<file path="config.mk">
export PLATFORM = sky130hd
export DESIGN_NAME = dissolve_mask_run_coder_unit
export DESIGN_NICKNAME = d
export VERILOG_FILES = /design/src/hdl/dmrc_pkg.sv /design/src/hdl/dissolve_mask_run_coder_unit.sv /design/src/hdl/dmrc_datapath.sv /design/src/hdl/dmrc_ctrl.sv
export SDC_FILE = /design/constraint.sdc
export NUM_CORES = 1
export LEC_CHECK = 0
export BUFFER_PORTS_ARGS = -buffer_cell sky130_fd_sc_hd__buf_4
export CORE_UTILIZATION = 65
export DETAILED_ROUTE_END_ITERATION = 8
export PLACE_DENSITY = 0.83
export SETUP_SLACK_MARGIN = 0.15
export SYNTH_ARGS = -nofsm -noshare
export SYNTH_HDL_FRONTEND = slang
export SYNTH_SLANG_ARGS = --single-unit
</file>
<file path="constraint.sdc">
create_clock -name clock -period 7.97 [get_ports clock]
set_input_delay 1.1955 -clock clock [delete_from_list [all_inputs] [get_ports clock]]
set_output_delay 1.1955 -clock clock [all_outputs]
set_load 0.05 [all_outputs]
</file>
<file path="src/hdl/dmrc_pkg.sv">
package dmrc_pkg;

   localparam int COL_W     = 8;
   localparam int ROW_W     = 8;
   localparam int LEN_W     = 9;
   localparam int THR_W     = 24;
   localparam int PROG_W    = 25;
   localparam int HASH_W    = 32;
   localparam int CSR_IDX_W = 1;

   // Register indexes on the configuration port
   localparam logic [CSR_IDX_W-1:0] CSR_STYLE    = 1'd0;
   localparam logic [CSR_IDX_W-1:0] CSR_PROGRESS = 1'd1;

   // Threshold styles
   localparam logic STYLE_BAYER = 1'b0;
   localparam logic STYLE_HASH  = 1'b1;

   // Hash mixing constants
   localparam logic [HASH_W-1:0] HASH_X_MUL   = 32'd374761393;
   localparam logic [HASH_W-1:0] HASH_Y_MUL   = 32'd668265263;
   localparam logic [HASH_W-1:0] HASH_MIX_MUL = 32'd1274126177;
   localparam int                HASH_SHIFT_A = 13;
   localparam int                HASH_SHIFT_B = 16;

   // 8x8 ordered matrix, indexed by {row[2:0], column[2:0]}
   localparam logic [5:0] BAYER_TABLE [64] = '{
       6'd0, 6'd32,  6'd8, 6'd40,  6'd2, 6'd34, 6'd10, 6'd42,
      6'd48, 6'd16, 6'd56, 6'd24, 6'd50, 6'd18, 6'd58, 6'd26,
      6'd12, 6'd44,  6'd4, 6'd36, 6'd14, 6'd46,  6'd6, 6'd38,
      6'd60, 6'd28, 6'd52, 6'd20, 6'd62, 6'd30, 6'd54, 6'd22,
       6'd3, 6'd35, 6'd11, 6'd43,  6'd1, 6'd33,  6'd9, 6'd41,
      6'd51, 6'd19, 6'd59, 6'd27, 6'd49, 6'd17, 6'd57, 6'd25,
      6'd15, 6'd47,  6'd7, 6'd39, 6'd13, 6'd45,  6'd5, 6'd37,
      6'd63, 6'd31, 6'd55, 6'd23, 6'd61, 6'd29, 6'd53, 6'd21
   };

   // Controller to datapath
   typedef struct packed {
      logic capture;      // take the accepted cell
      logic hash_mul1;    // first hash product stage
      logic hash_mul2;    // second hash product stage
      logic decide;       // compare threshold against progress
      logic run_update;   // open or restart the run at the cell
      logic load_change;  // load the source-change beat
      logic load_end;     // load the row-end beat
      logic run_close;    // close the open run
   } dmrc_cmd_type;

   // Datapath to controller
   typedef struct packed {
      logic change_needed;
      logic end_needed;
   } dmrc_status_type;

endpackage

</file>
<file path="src/hdl/dissolve_mask_run_coder_unit.sv">
// Dissolve mask run coder. Cells enter in raster order (column, row, end-of-row
// mark), one at a time. Each cell gets a 24-bit threshold, either from the 8x8
// ordered matrix ((2b+1)<<17) or from an integer hash of column and row, and
// shows the new screen when that threshold is below the progress register.
// Runs of equal source are reported as (start, length, source, row, last) beats
// when the source changes and once more at row end, so one cell yields zero, one
// or two beats. An item passes through capture, the first and second hash
// multiplier stages (each registered), the compare, the run update and the
// row-end beat; a stalled result side holds it at the run update or the
// row-end beat. req_stall stays high while a cell is at work. The single
// output register lets the next cell enter while the previous beat still
// waits to be taken. Write style and progress only while no cell is in
// flight; csr_ready is always high.
module dissolve_mask_run_coder_unit (
   input  logic                            clock,
   input  logic                            reset,
   input  logic                            req_valid,
   output logic                            req_stall,
   input  logic [dmrc_pkg::COL_W-1:0]      req_column,
   input  logic [dmrc_pkg::ROW_W-1:0]      req_line_index,
   input  logic                            req_end_of_row,
   output logic                            rsp_valid,
   input  logic                            rsp_stall,
   output logic [dmrc_pkg::COL_W-1:0]      rsp_run_head,
   output logic [dmrc_pkg::LEN_W-1:0]      rsp_run_length,
   output logic                            rsp_use_new,
   output logic [dmrc_pkg::ROW_W-1:0]      rsp_run_row,
   output logic                            rsp_last_of_row,
   input  logic                            csr_valid,
   output logic                            csr_ready,
   input  logic [dmrc_pkg::CSR_IDX_W-1:0]  csr_index,
   input  logic [dmrc_pkg::PROG_W-1:0]     csr_data
);
   import dmrc_pkg::*;

   dmrc_cmd_type    cmd;
   dmrc_status_type status;

   // sequencing: accept, hash, compare, emit
   dmrc_ctrl u_ctrl (
      .clock     (clock),
      .reset     (reset),
      .req_valid (req_valid),
      .req_stall (req_stall),
      .rsp_valid (rsp_valid),
      .rsp_stall (rsp_stall),
      .status    (status),
      .cmd       (cmd)
   );

   // threshold, run state, output beat register and configuration
   dmrc_datapath u_datapath (
      .clock           (clock),
      .reset           (reset),
      .req_column      (req_column),
      .req_line_index  (req_line_index),
      .req_end_of_row  (req_end_of_row),
      .csr_valid       (csr_valid),
      .csr_ready       (csr_ready),
      .csr_index       (csr_index),
      .csr_data        (csr_data),
      .cmd             (cmd),
      .status          (status),
      .rsp_run_head    (rsp_run_head),
      .rsp_run_length  (rsp_run_length),
      .rsp_use_new     (rsp_use_new),
      .rsp_run_row     (rsp_run_row),
      .rsp_last_of_row (rsp_last_of_row)
   );

endmodule

</file>
<file path="src/hdl/dmrc_datapath.sv">
module dmrc_datapath (
   input  logic                              clock,
   input  logic                              reset,
   input  logic [dmrc_pkg::COL_W-1:0]        req_column,
   input  logic [dmrc_pkg::ROW_W-1:0]        req_line_index,
   input  logic                              req_end_of_row,
   input  logic                              csr_valid,
   output logic                              csr_ready,
   input  logic [dmrc_pkg::CSR_IDX_W-1:0]    csr_index,
   input  logic [dmrc_pkg::PROG_W-1:0]       csr_data,
   input  dmrc_pkg::dmrc_cmd_type            cmd,
   output dmrc_pkg::dmrc_status_type         status,
   output logic [dmrc_pkg::COL_W-1:0]        rsp_run_head,
   output logic [dmrc_pkg::LEN_W-1:0]        rsp_run_length,
   output logic                              rsp_use_new,
   output logic [dmrc_pkg::ROW_W-1:0]        rsp_run_row,
   output logic                              rsp_last_of_row
);
   import dmrc_pkg::*;

   logic                 style_ff;
   logic [PROG_W-1:0]    progress_ff;
   logic [COL_W-1:0]     col_ff;
   logic [ROW_W-1:0]     row_ff;
   logic                 eor_ff;
   logic [HASH_W-1:0]    hash1_ff, hash1_in;
   logic [HASH_W-1:0]    hash2_ff, hash2_in;
   logic                 src_ff, src_in;
   logic                 run_open_ff;
   logic                 run_source_ff;
   logic [COL_W-1:0]     run_first_ff;
   logic [COL_W-1:0]     out_start_ff;
   logic [LEN_W-1:0]     out_len_ff;
   logic                 out_new_ff;
   logic [ROW_W-1:0]     out_row_ff;
   logic                 out_last_ff;

   logic [HASH_W-1:0]    prod_x, prod_y, mix1, mix2;
   logic [THR_W-1:0]     thr_bayer, thr_hash, thr;
   logic [5:0]           bayer_entry;
   logic [LEN_W-1:0]     len_change, len_end;
   logic                 csr_we;

   assign csr_ready = 1'b1;
   assign csr_we    = csr_valid & csr_ready;

   always_ff @(posedge clock) begin
      if (reset) begin
         style_ff    <= STYLE_BAYER;
         progress_ff <= '0;
      end else if (csr_we) begin
         unique case (csr_index)
            CSR_STYLE:    style_ff    <= csr_data[0];
            CSR_PROGRESS: progress_ff <= csr_data;
            default:      ;
         endcase
      end
   end

   // Hash: two product stages, each registered
   assign prod_x   = {{(HASH_W-COL_W){1'b0}}, col_ff} * HASH_X_MUL;
   assign prod_y   = {{(HASH_W-ROW_W){1'b0}}, row_ff} * HASH_Y_MUL;
   assign hash1_in = prod_x + prod_y;
   assign mix1     = hash1_ff ^ (hash1_ff >> HASH_SHIFT_A);
   assign hash2_in = mix1 * HASH_MIX_MUL;
   assign mix2     = hash2_ff ^ (hash2_ff >> HASH_SHIFT_B);
   assign thr_hash = mix2[THR_W-1:0];

   // (2b+1) << 17
   assign bayer_entry = BAYER_TABLE[{row_ff[2:0], col_ff[2:0]}];
   assign thr_bayer   = {bayer_entry, 1'b1, 17'd0};

   assign thr    = (style_ff == STYLE_HASH) ? thr_hash : thr_bayer;
   assign src_in = ({1'b0, thr} < progress_ff);

   always_ff @(posedge clock) begin
      if (cmd.capture) begin
         col_ff <= req_column;
         row_ff <= req_line_index;
         eor_ff <= req_end_of_row;
      end
      if (cmd.hash_mul1) hash1_ff <= hash1_in;
      if (cmd.hash_mul2) hash2_ff <= hash2_in;
      if (cmd.decide)    src_ff   <= src_in;
   end

   assign status.change_needed = run_open_ff && (src_ff != run_source_ff);
   assign status.end_needed    = eor_ff;

   always_ff @(posedge clock) begin
      if (reset) begin
         run_open_ff   <= 1'b0;
         run_source_ff <= 1'b0;
         run_first_ff  <= '0;
      end else begin
         if (cmd.run_update) begin
            run_open_ff <= 1'b1;
            if (!run_open_ff || status.change_needed) begin
               run_source_ff <= src_ff;
               run_first_ff  <= col_ff;
            end
         end
         if (cmd.run_close) run_open_ff <= 1'b0;
      end
   end

   // Lengths wrap at nine bits
   assign len_change = {1'b0, col_ff} - {1'b0, run_first_ff};
   assign len_end    = len_change + LEN_W'(1);

   always_ff @(posedge clock) begin
      if (cmd.load_change || cmd.load_end) begin
         out_start_ff <= run_first_ff;
         out_len_ff   <= cmd.load_end ? len_end : len_change;
         out_new_ff   <= run_source_ff;
         out_row_ff   <= row_ff;
         out_last_ff  <= cmd.load_end;
      end
   end

   assign rsp_run_head    = out_start_ff;
   assign rsp_run_length  = out_len_ff;
   assign rsp_use_new     = out_new_ff;
   assign rsp_run_row     = out_row_ff;
   assign rsp_last_of_row = out_last_ff;

endmodule

</file>
<file path="src/hdl/dmrc_ctrl.sv">
module dmrc_ctrl (
   input  logic                       clock,
   input  logic                       reset,
   input  logic                       req_valid,
   output logic                       req_stall,
   output logic                       rsp_valid,
   input  logic                       rsp_stall,
   input  dmrc_pkg::dmrc_status_type  status,
   output dmrc_pkg::dmrc_cmd_type     cmd
);
   import dmrc_pkg::*;

   localparam logic [2:0] ST_IDLE   = 3'd0;
   localparam logic [2:0] ST_HASH1  = 3'd1;
   localparam logic [2:0] ST_HASH2  = 3'd2;
   localparam logic [2:0] ST_DECIDE = 3'd3;
   localparam logic [2:0] ST_RUN    = 3'd4;
   localparam logic [2:0] ST_END    = 3'd5;

   logic [2:0] state_ff, state_in;
   logic       rsp_valid_ff, rsp_valid_in;
   logic       slot_free;
   logic       load;

   assign slot_free = !rsp_valid_ff || !rsp_stall;
   assign req_stall = (state_ff != ST_IDLE);
   assign rsp_valid = rsp_valid_ff;

   always_comb begin
      state_in = state_ff;
      cmd      = '0;
      unique case (state_ff)
         ST_IDLE: begin
            if (req_valid) begin
               cmd.capture = 1'b1;
               state_in    = ST_HASH1;
            end
         end
         ST_HASH1: begin
            cmd.hash_mul1 = 1'b1;
            state_in      = ST_HASH2;
         end
         ST_HASH2: begin
            cmd.hash_mul2 = 1'b1;
            state_in      = ST_DECIDE;
         end
         ST_DECIDE: begin
            cmd.decide = 1'b1;
            state_in   = ST_RUN;
         end
         ST_RUN: begin
            // hold until the output register can take the change beat
            if (!status.change_needed || slot_free) begin
               cmd.run_update  = 1'b1;
               cmd.load_change = status.change_needed;
               state_in        = ST_END;
            end
         end
         ST_END: begin
            if (!status.end_needed) begin
               state_in = ST_IDLE;
            end else if (slot_free) begin
               cmd.load_end  = 1'b1;
               cmd.run_close = 1'b1;
               state_in      = ST_IDLE;
            end
         end
         default: state_in = ST_IDLE;
      endcase
   end

   assign load = cmd.load_change | cmd.load_end;

   always_comb begin
      priority if (load)          rsp_valid_in = 1'b1;
      else if (!rsp_stall)        rsp_valid_in = 1'b0;
      else                        rsp_valid_in = rsp_valid_ff;
   end

   always_ff @(posedge clock) begin
      if (reset) begin
         state_ff     <= ST_IDLE;
         rsp_valid_ff <= 1'b0;
      end else begin
         state_ff     <= state_in;
         rsp_valid_ff <= rsp_valid_in;
      end
   end

endmodule

</file>
**Yosys cells after proc, flatten, opt, wreduce, memory -nomap -nowiden**

Memories as Yosys holds them, arrays and structs flattened.
Index checks and enable logic that the tools add are counted.

- Flip-flop bits (word level): 149
- Word-level logic and storage cells: 79
- Memory bits (writable): 0
- Memories: 1
- Bits in read-only memories: 384
- Latch bits: 0

- Equality and inequality tests: 10
- Shift-type cells: 0
- Magnitude comparators: 2
- Reduce and logical (&&, ||, !) cells: 16
- Divide/modulo/power cells: 0
- Mux-type cells: 21
- Multiply operators: 3
- $add $sub $neg: 3
- Bitwise logic cells: 5

Memories:

| name | depth | bits a word | read ports | clocked after memory_dff | write ports | line | text |
|---|---|---|---|---|---|---|---|
| (no name shown) | 64 | 6 | 1 | 0 | 0 | dmrc_datapath.sv:70 | `assign bayer_entry = BAYER_TABLE[{row_ff[2:0], col_ff[2:0]}];` |

Operators by type and width:

| operator | count |
|---|---|
| adder 32 bit | 1 |
| multiplier 32 x 31 -> 32 bit (second input constant) | 1 |
| multiplier 8 x 29 -> 32 bit (second input constant) | 1 |
| multiplier 8 x 30 -> 32 bit (second input constant) | 1 |
| bitwise XOR 32 x 19 -> 32 bit | 1 |
| less-than comparator 24 x 25 -> 1 bit | 1 |
| 2-to-1 mux 24 bit | 1 |
| bitwise XOR 24 x 16 -> 24 bit | 1 |
| case mux 3 bit (6 select lines) | 1 |
| 2-to-1 mux 3 bit | 4 |
| 2-to-1 mux 6 bit | 2 |
| 2-to-1 mux 2 bit | 5 |
| adder 9 x 1 -> 9 bit (second input constant) | 1 |
| 2-to-1 mux 9 bit | 1 |
| subtractor 8 x 8 -> 9 bit | 1 |
| >= comparator 7 bit (second input constant) | 1 |
| 2-to-1 mux 1 bit | 7 |
| inverter 6 -> 7 bit | 1 |
| equality test 3 x 2 -> 1 bit (second input constant) | 2 |
| equality test 3 bit (second input constant) | 2 |
| AND reduction 2 bit | 3 |
| zero test 1 bit | 4 |
| logical OR 1 bit | 4 |
| inequality test 2 x 1 -> 1 bit (second input constant) | 2 |
| 11 further kinds | 11 |

**Depth between registers and ports, before layout**

Gate-level depths: netlist (run 1).

- Depth in word-level cells: 8
- Gate-level depth with buffers: 25

**Modules after synthesis**

Synthesis (run 1) repeated with hierarchy kept, for this count alone.

- Cells, all modules: 2001
- Area, all modules: 21134.0 um^2

By module, submodules not included:

| module | cells each | times used | seq. area each (um^2) | area an instance (um^2) |
|---|---|---|---|---|
| dmrc_datapath | 1966 | 1 | 3993.8 | 20871.3 |
| dmrc_ctrl | 35 | 1 | 80.1 | 262.8 |

**Least setup slack after synthesis (run 1)**

OpenSTA, ideal clock, no wires.

- Kind: flip-flop to flip-flop
- Start point: register u_datapath.hash1_ff[25]
- End point: register u_datapath.hash2_ff[31], data pin
- Arrival: 6437 ps
- Setup time: 261 ps
- Period minus slack after synthesis: 6698 ps
- Path buffers: 0
- Cell stages (with the launch flop): 23
- Path slack: 1272 ps
- Path through: edfxtp_1 > xnor2_1 > inv_1 > ha_1 > inv_1 > fa_1 > fa_1 > fa_1 > inv_1 > fa_1 > inv_1 > fa_1 > inv_1 > fa_1 > ha_1 > ha_1 > or2_1 > o221ai_1 > a21bo_2 > a41oi_1 > o211ai_1 > a41oi_1 > xnor2_1

- Longest elaborated chain between the ends: 2

Ends and longest elaborated chain:

| what | line | text |
|---|---|---|
| start: declaration | dmrc_datapath.sv:26 | `logic [HASH_W-1:0] hash1_ff, hash1_in;` |
| start signal: assignment | dmrc_datapath.sv:82 | `if (cmd.hash_mul1) hash1_ff <= hash1_in;` |
| bitwise XOR 32 x 19 -> 32 bit | dmrc_datapath.sv:64 | `assign mix1 = hash1_ff ^ (hash1_ff >> HASH_SHIFT_A);` |
| multiplier 32 x 31 -> 32 bit | dmrc_datapath.sv:65 | `assign hash2_in = mix1 * HASH_MIX_MUL;` |
| via u_datapath.hash2_in[31] | dmrc_datapath.sv:27 | `logic [HASH_W-1:0] hash2_ff, hash2_in;` |
| end signal: assignment | dmrc_datapath.sv:83 | `if (cmd.hash_mul2) hash2_ff <= hash2_in;` |
| end: declaration | dmrc_datapath.sv:27 |  |

The timed path passes the listed nets, and every way through them passes these cells.
A chain may end at the register's enable or synchronous reset.

**Worst setup path in the final report (run 1)**

- Start point: register u_datapath.hash1_ff[18]
- End point: register u_datapath.hash2_ff[31], data pin

Same word-level chain as after synthesis.

==> out/metrics.cfg, run 1 <==
[finish]
drive_gt1_frac = 0.0703
diodes = 0
areaGrowthSynthToFinish_pct = 8.38
nNetsFinal = 2818

[critical_path]
worstSetupPathType = flip-flop to flip-flop
cp.arrival_ns = 7.40
r2r-start = u_datapath.hash1_ff[18]
crit_slowest_cell = xor2_1
critical_path.max_fanout = 7
worst_setup_path_end_kind = flip-flop
max_stage_delay_ns = 0.69
crit_start = u_datapath.hash1_ff[18]
r2r_cells = 22
path_common_cell = fa_1
critPathLaunchType = flip-flop
path_cells = xor2_1, ha_1, xnor2_1, fa_1, fa_1, fa_1, inv_1, fa_1, inv_1, fa_1, inv_1, fa_1, ha_1, ha_1, o21a_1, nor2_1, nor2_1, a21bo_2, a41oi_1, o211ai_1, a41oi_1, xnor2_1
cp_num_cells = 22
worst_path_dominant_cell_family = adder cells
cp_num_buf_inv = 3
required_ns = 8.13

[clocking]
clockRootBuffer = clkbuf_16
cts_num_sinks = 149
htree_levels = 4
cts_buffers = 17
holdBufCountCts = 0
clockBufferDepth = 2
cts_tree = yes
clkLatencyLatePin_ns = 0.44
post_cts_buffers = 0
cts_resized = 0
clk_pin_slew_ns = 0.06

[floorplanning]
core_um2 = 31800
row_count = 65
start_util = 0.667
die_x_um = 183
io-pin-count = 78
die_h_um = 183
die_area_um2 = 33400

[logic_synthesis]
synthArstFlopShare = 0
yosys.cell_types.count = 67
seq_area_frac_synth = 0.192
synth_top_area_share = 0.333
synth_cells = 2008
avgSynthCellArea_um2 = 10.6
yosysWarnings = 0
syn-cell-area_um2 = 21200
synth-seq-cells = 149
synth_largest_area_cell = fa_1
yosys.cell_count.top_type = inv_1
synthTopCellsByArea = fa_1 (33%), ha_1 (18%), edfxtp_1 (15%)
synthesis.nets = 2720
synth_flop_cell = edfxtp_1
synth_common_cells = inv_1 (568), fa_1 (353), ha_1 (311)
synth_edf_count = 109

[timing]
finalClockSkew_ns = 0.0135
finalSetupTns_ns = 0
maxSlewHeadroom = 0.423
period_minus_slack_ns = 7.23
hold_viol = 0
grt_setup_unrepaired = false
timing.final.max_slew_violations = 0
setup_violations = 0
fmax_ghz = 0.138
finalCritPeriodShare = 0.908
worstMarginPinSlew_ns = 0.865

[routing]
drcViolationCount = 0
post_drt_wl_per_cell_um = 19.8
via_count = 14100
via_per_inst = 5.51
wl_mm = 50.6
drt_iter0_markers = 1014
ant_nets = 0
drt_pass1_iterations = 5

[job]
maxCapViolCount = 0

[global_route]
grt_pass1_wl_mm = 81.7
grt_max_degree = 40
track_usage = 0.329
antenna_found_initial = 0
first_global_vias = 15600
grt.overflow.total = 0

[worst_hold_path]
whs_path_depth = 2
hold_start = u_datapath.progress_ff[0]
hp-class = flip-flop to flip-flop

[placed_design]
port_buffers = 76
gp_congestion = 1.02
post-dp-hpwl_mm = 43.2

[status]
status = finished clean

## logic make-up after synthesis
group | Yosys count | share of synthesized area
multiplexers | 8 | 0.00395
adder cells (fa/ha/maj) | 664 | 0.517
AND/OR/NAND/NOR | 235 | 0.0513
AO/OA/AOI/OAI | 203 | 0.0615
flip-flops | 149 | 0.192
XOR/XNOR | 165 | 0.0711
buffers and inverters | 583 | 0.103
other | 1 | 0.000177
## metrics by stage
stage	hold WS, ns	utilization	worst slack [ns]	instances	instance area, um2
2_1_floorplan	0.430	-	1.27	2008	21200
3_3_place_gp	0.440	0.705	0.969	2522	22400
3_5_place_dp	0.447	0.705	0.807	2522	22400
4_1_cts	0.456	0.723	0.758	2554	23000
5_1_grt	0.470	0.723	0.363	2554	23000
6_report	0.459	0.723	0.736	2554	23000
## state kept, by name, summed over array words and instances (netlist names), 3 cells and up
register                   count
u_datapath.row_ff              8
u_datapath.hash1_ff           32
u_datapath.rsp_run_head        8
u_datapath.rsp_run_length      9
u_datapath.col_ff              8
u_datapath.progress_ff        25
u_ctrl.state_ff                3
u_datapath.run_first_ff        8
u_datapath.rsp_run_row         8
u_datapath.hash2_ff           32
## cell usage in the layout, fill, tap and decap left out, drive strengths merged, types with 14 or more instances in the layout
| cell type | n |
|---|---|
| a21o | 25 |
| a21oi | 87 |
| buf | 92 |
| clkbuf | 19 |
| dfxtp | 40 |
| edfxtp | 109 |
| fa | 353 |
| ha | 311 |
| inv | 576 |
| nand2 | 83 |
| nor2 | 72 |
| o21ai | 32 |
| o21bai | 14 |
| xnor2 | 125 |
| xor2 | 40 |
## area by class of cell
cell class | instances | area [um2]
Sequential cell | 149 | 4070
Fill cell | 2254 | 8810
Inverter | 570 | 2140
Clock inverter | 13 | 139
Tap cell | 435 | 544
Timing Repair Buffer | 92 | 691
Multi-Input combinational cell | 1276 | 15000
Clock buffer | 19 | 443
## layer usage
metal,global-route usage,wire [um],part of all wire
met4,0.131,1900,0.038
met5,0,0,0
met2,0.576,25900,0.51
met3,0.0555,3370,0.067
met1,0.405,19400,0.38
## tightest hold or removal path, delay by kind of cell, from the launching register on
kind,cells,cell delay [ns]
AOI/OAI and AO/OA,1,0.05
DFF,1,0.31
and+or+nand+nor,1,0.05
## path summary, 6_finish.rpt
check / to / slack (ns)
hold reg to reg: u_datapath.progress_ff[0] / 0.46
setup / recovery: u_datapath.hash2_ff[31] / 0.74
hold / removal: u_datapath.progress_ff[0] / 0.46
setup reg to reg: u_datapath.hash2_ff[31] / 0.74
Power of run 1 is not shown: default switching activity piles up to over one toggle a cycle in this logic, so the estimate is an artifact.
==> run 2, diff against run 1 <==
Settings changed: CORE_UTILIZATION 65 to 30, PLACE_DENSITY 0.83 to default.
==> out/metrics.cfg, run 2 (synthesis gave the netlist of run 1 again) <==
[status]
status = finished clean

[clocking]
clkLatencyLatePin_ns = 0.44  ; about the same
clockRootBuffer = clkbuf_16
holdBufCountCts = 0  ; unchanged
htree_levels = 4  ; unchanged
cts_num_sinks = 149  ; unchanged
clockBufferDepth = 2  ; unchanged
cts_buffers = 17  ; unchanged
cts_tree = yes
post_cts_buffers = 0  ; unchanged
cts_resized = 0  ; unchanged
clk_pin_slew_ns = 0.08  ; +0.02 ns

[timing]
finalSetupTns_ns = 0  ; unchanged
setup_violations = 0  ; unchanged
worstMarginPinSlew_ns = 0.963  ; +0.0973 ns
fmax_ghz = 0.137  ; -0.96%
hold_viol = 0  ; unchanged
maxSlewHeadroom = 0.356  ; -0.0670
grt_setup_unrepaired = false
period_minus_slack_ns = 7.30  ; +0.0699 ns
timing.final.max_slew_violations = 0  ; unchanged
finalClockSkew_ns = 0.0164  ; +0.00294 ns
finalCritPeriodShare = 0.916  ; +0.00877

[floorplanning]
io-pin-count = 78  ; unchanged
core_um2 = 70000  ; +120%
row_count = 97  ; +49%
start_util = 0.303  ; -0.364
die_h_um = 268  ; +47%
die_x_um = 268  ; +47%
die_area_um2 = 71800  ; +120%

[finish]
areaGrowthSynthToFinish_pct = 11.4
reg_top3 = u_datapath.hash1_ff x32, u_datapath.hash2_ff x32, u_datapath.progress_ff x25
fillers = 7088  ; +210%
multi_input_area_um2 = 15000  ; unchanged
regArea_um2 = 4070  ; unchanged
nNetsFinal = 2820  ; +0.071%
drive_gt1_frac = 0.0717  ; +0.00135
diodes = 0  ; unchanged
final_common_cell = inv_1
layout_common_cells = inv_1 (568), fa_1 (353), ha_1 (311)

[routing]
post_drt_wl_per_cell_um = 17.5  ; -12%
drcViolationCount = 0  ; unchanged
via_per_inst = 4.51  ; -18%
ant_nets = 0  ; unchanged
via_count = 13800  ; -1.9%
drt_pass1_iterations = 5  ; unchanged
drt_iter0_markers = 696  ; -31%
wl_mm = 53.6  ; +5.9%

[global_route]
global_route.peak_usage_layer = met2
grt_max_degree = 40  ; unchanged
first_global_vias = 15600  ; +0.039%
met3_usage = 0.0313  ; -0.0241
antenna_found_initial = 1  ; +1
grt_util_met2 = 0.275  ; -0.301
grt.overflow.total = 0  ; unchanged
grt_pass1_wl_mm = 85.8  ; +5.0%
track_usage = 0.158  ; -0.171
grtUsageMet1 = 0.194  ; -0.211

[worst_hold_path]
hp-class = flip-flop to flip-flop

[placed_design]
port_buffers = 76  ; unchanged
post-dp-hpwl_mm = 46.8  ; +8.2%
gp_congestion = 0.963  ; -5.4%

[critical_path]
required_ns = 8.14  ; about the same
worst_setup_path_end_kind = flip-flop
critical_path.max_fanout = 7  ; unchanged
worstSetupPathType = flip-flop to flip-flop
cp.arrival_ns = 7.47  ; +0.07 ns
critPathLaunchType = flip-flop

[job]
maxCapViolCount = 0  ; unchanged

## run 2: final timing paths
check                          endpoint  depth (start not counted)                       start  slack, ns
max             u_datapath.hash2_ff[31]                         21     u_datapath.hash1_ff[18]       0.67
min reg2reg  u_datapath.progress_ff[18]                          2  u_datapath.progress_ff[18]       0.46
max reg2reg     u_datapath.hash2_ff[31]                         21     u_datapath.hash1_ff[18]       0.67
min          u_datapath.progress_ff[18]                          2  u_datapath.progress_ff[18]       0.46
## run 2: stage by stage
step,util,hold slack (ns),cells,area (um2),setup slack [ns]
global route,0.338,0.476,3061,23600,0.281
floorplan,-,0.430,2008,21200,1.27
detailed placement,0.329,0.446,3029,23100,0.652
global placement,0.329,0.448,3029,23100,0.879
CTS,0.338,0.462,3061,23600,0.695
finish,0.338,0.461,3061,23600,0.666
## run 2: area by class of cell
cell class                 count  share of cell area
tap                          940              0.0498
inverter                     570              0.0905
multi-input combinational   1276               0.633
sequential                   149               0.172
clock inverter                15             0.00672
clock buffer                  17              0.0180
timing repair buffer          94              0.0299
## run 2: metal layers
metal	vias up	part of all wire
li1	6435	-
met5	-	0
met3	79	0.045
met2	309	0.49
met1	6991	0.43
met4	0	0.033
## run 2: worst max-delay path: stages, from the launching register on
cell      delay [ns]
edfxtp_1        0.45
xor2_1          0.76
ha_1            0.45
xnor2_1         0.22
fa_1            0.43
fa_1            0.46
fa_1            0.49
inv_1           0.05
fa_1            0.49
inv_1           0.06
fa_1            0.53
inv_1           0.05
fa_1            0.43
ha_1            0.30
ha_1            0.26
or2_1           0.27
o221ai_1        0.16
a21bo_2         0.26
a41oi_1         0.36
o211ai_1        0.19
a41oi_1         0.27
xnor2_1         0.10
Power of run 2 is left out for the same reason.
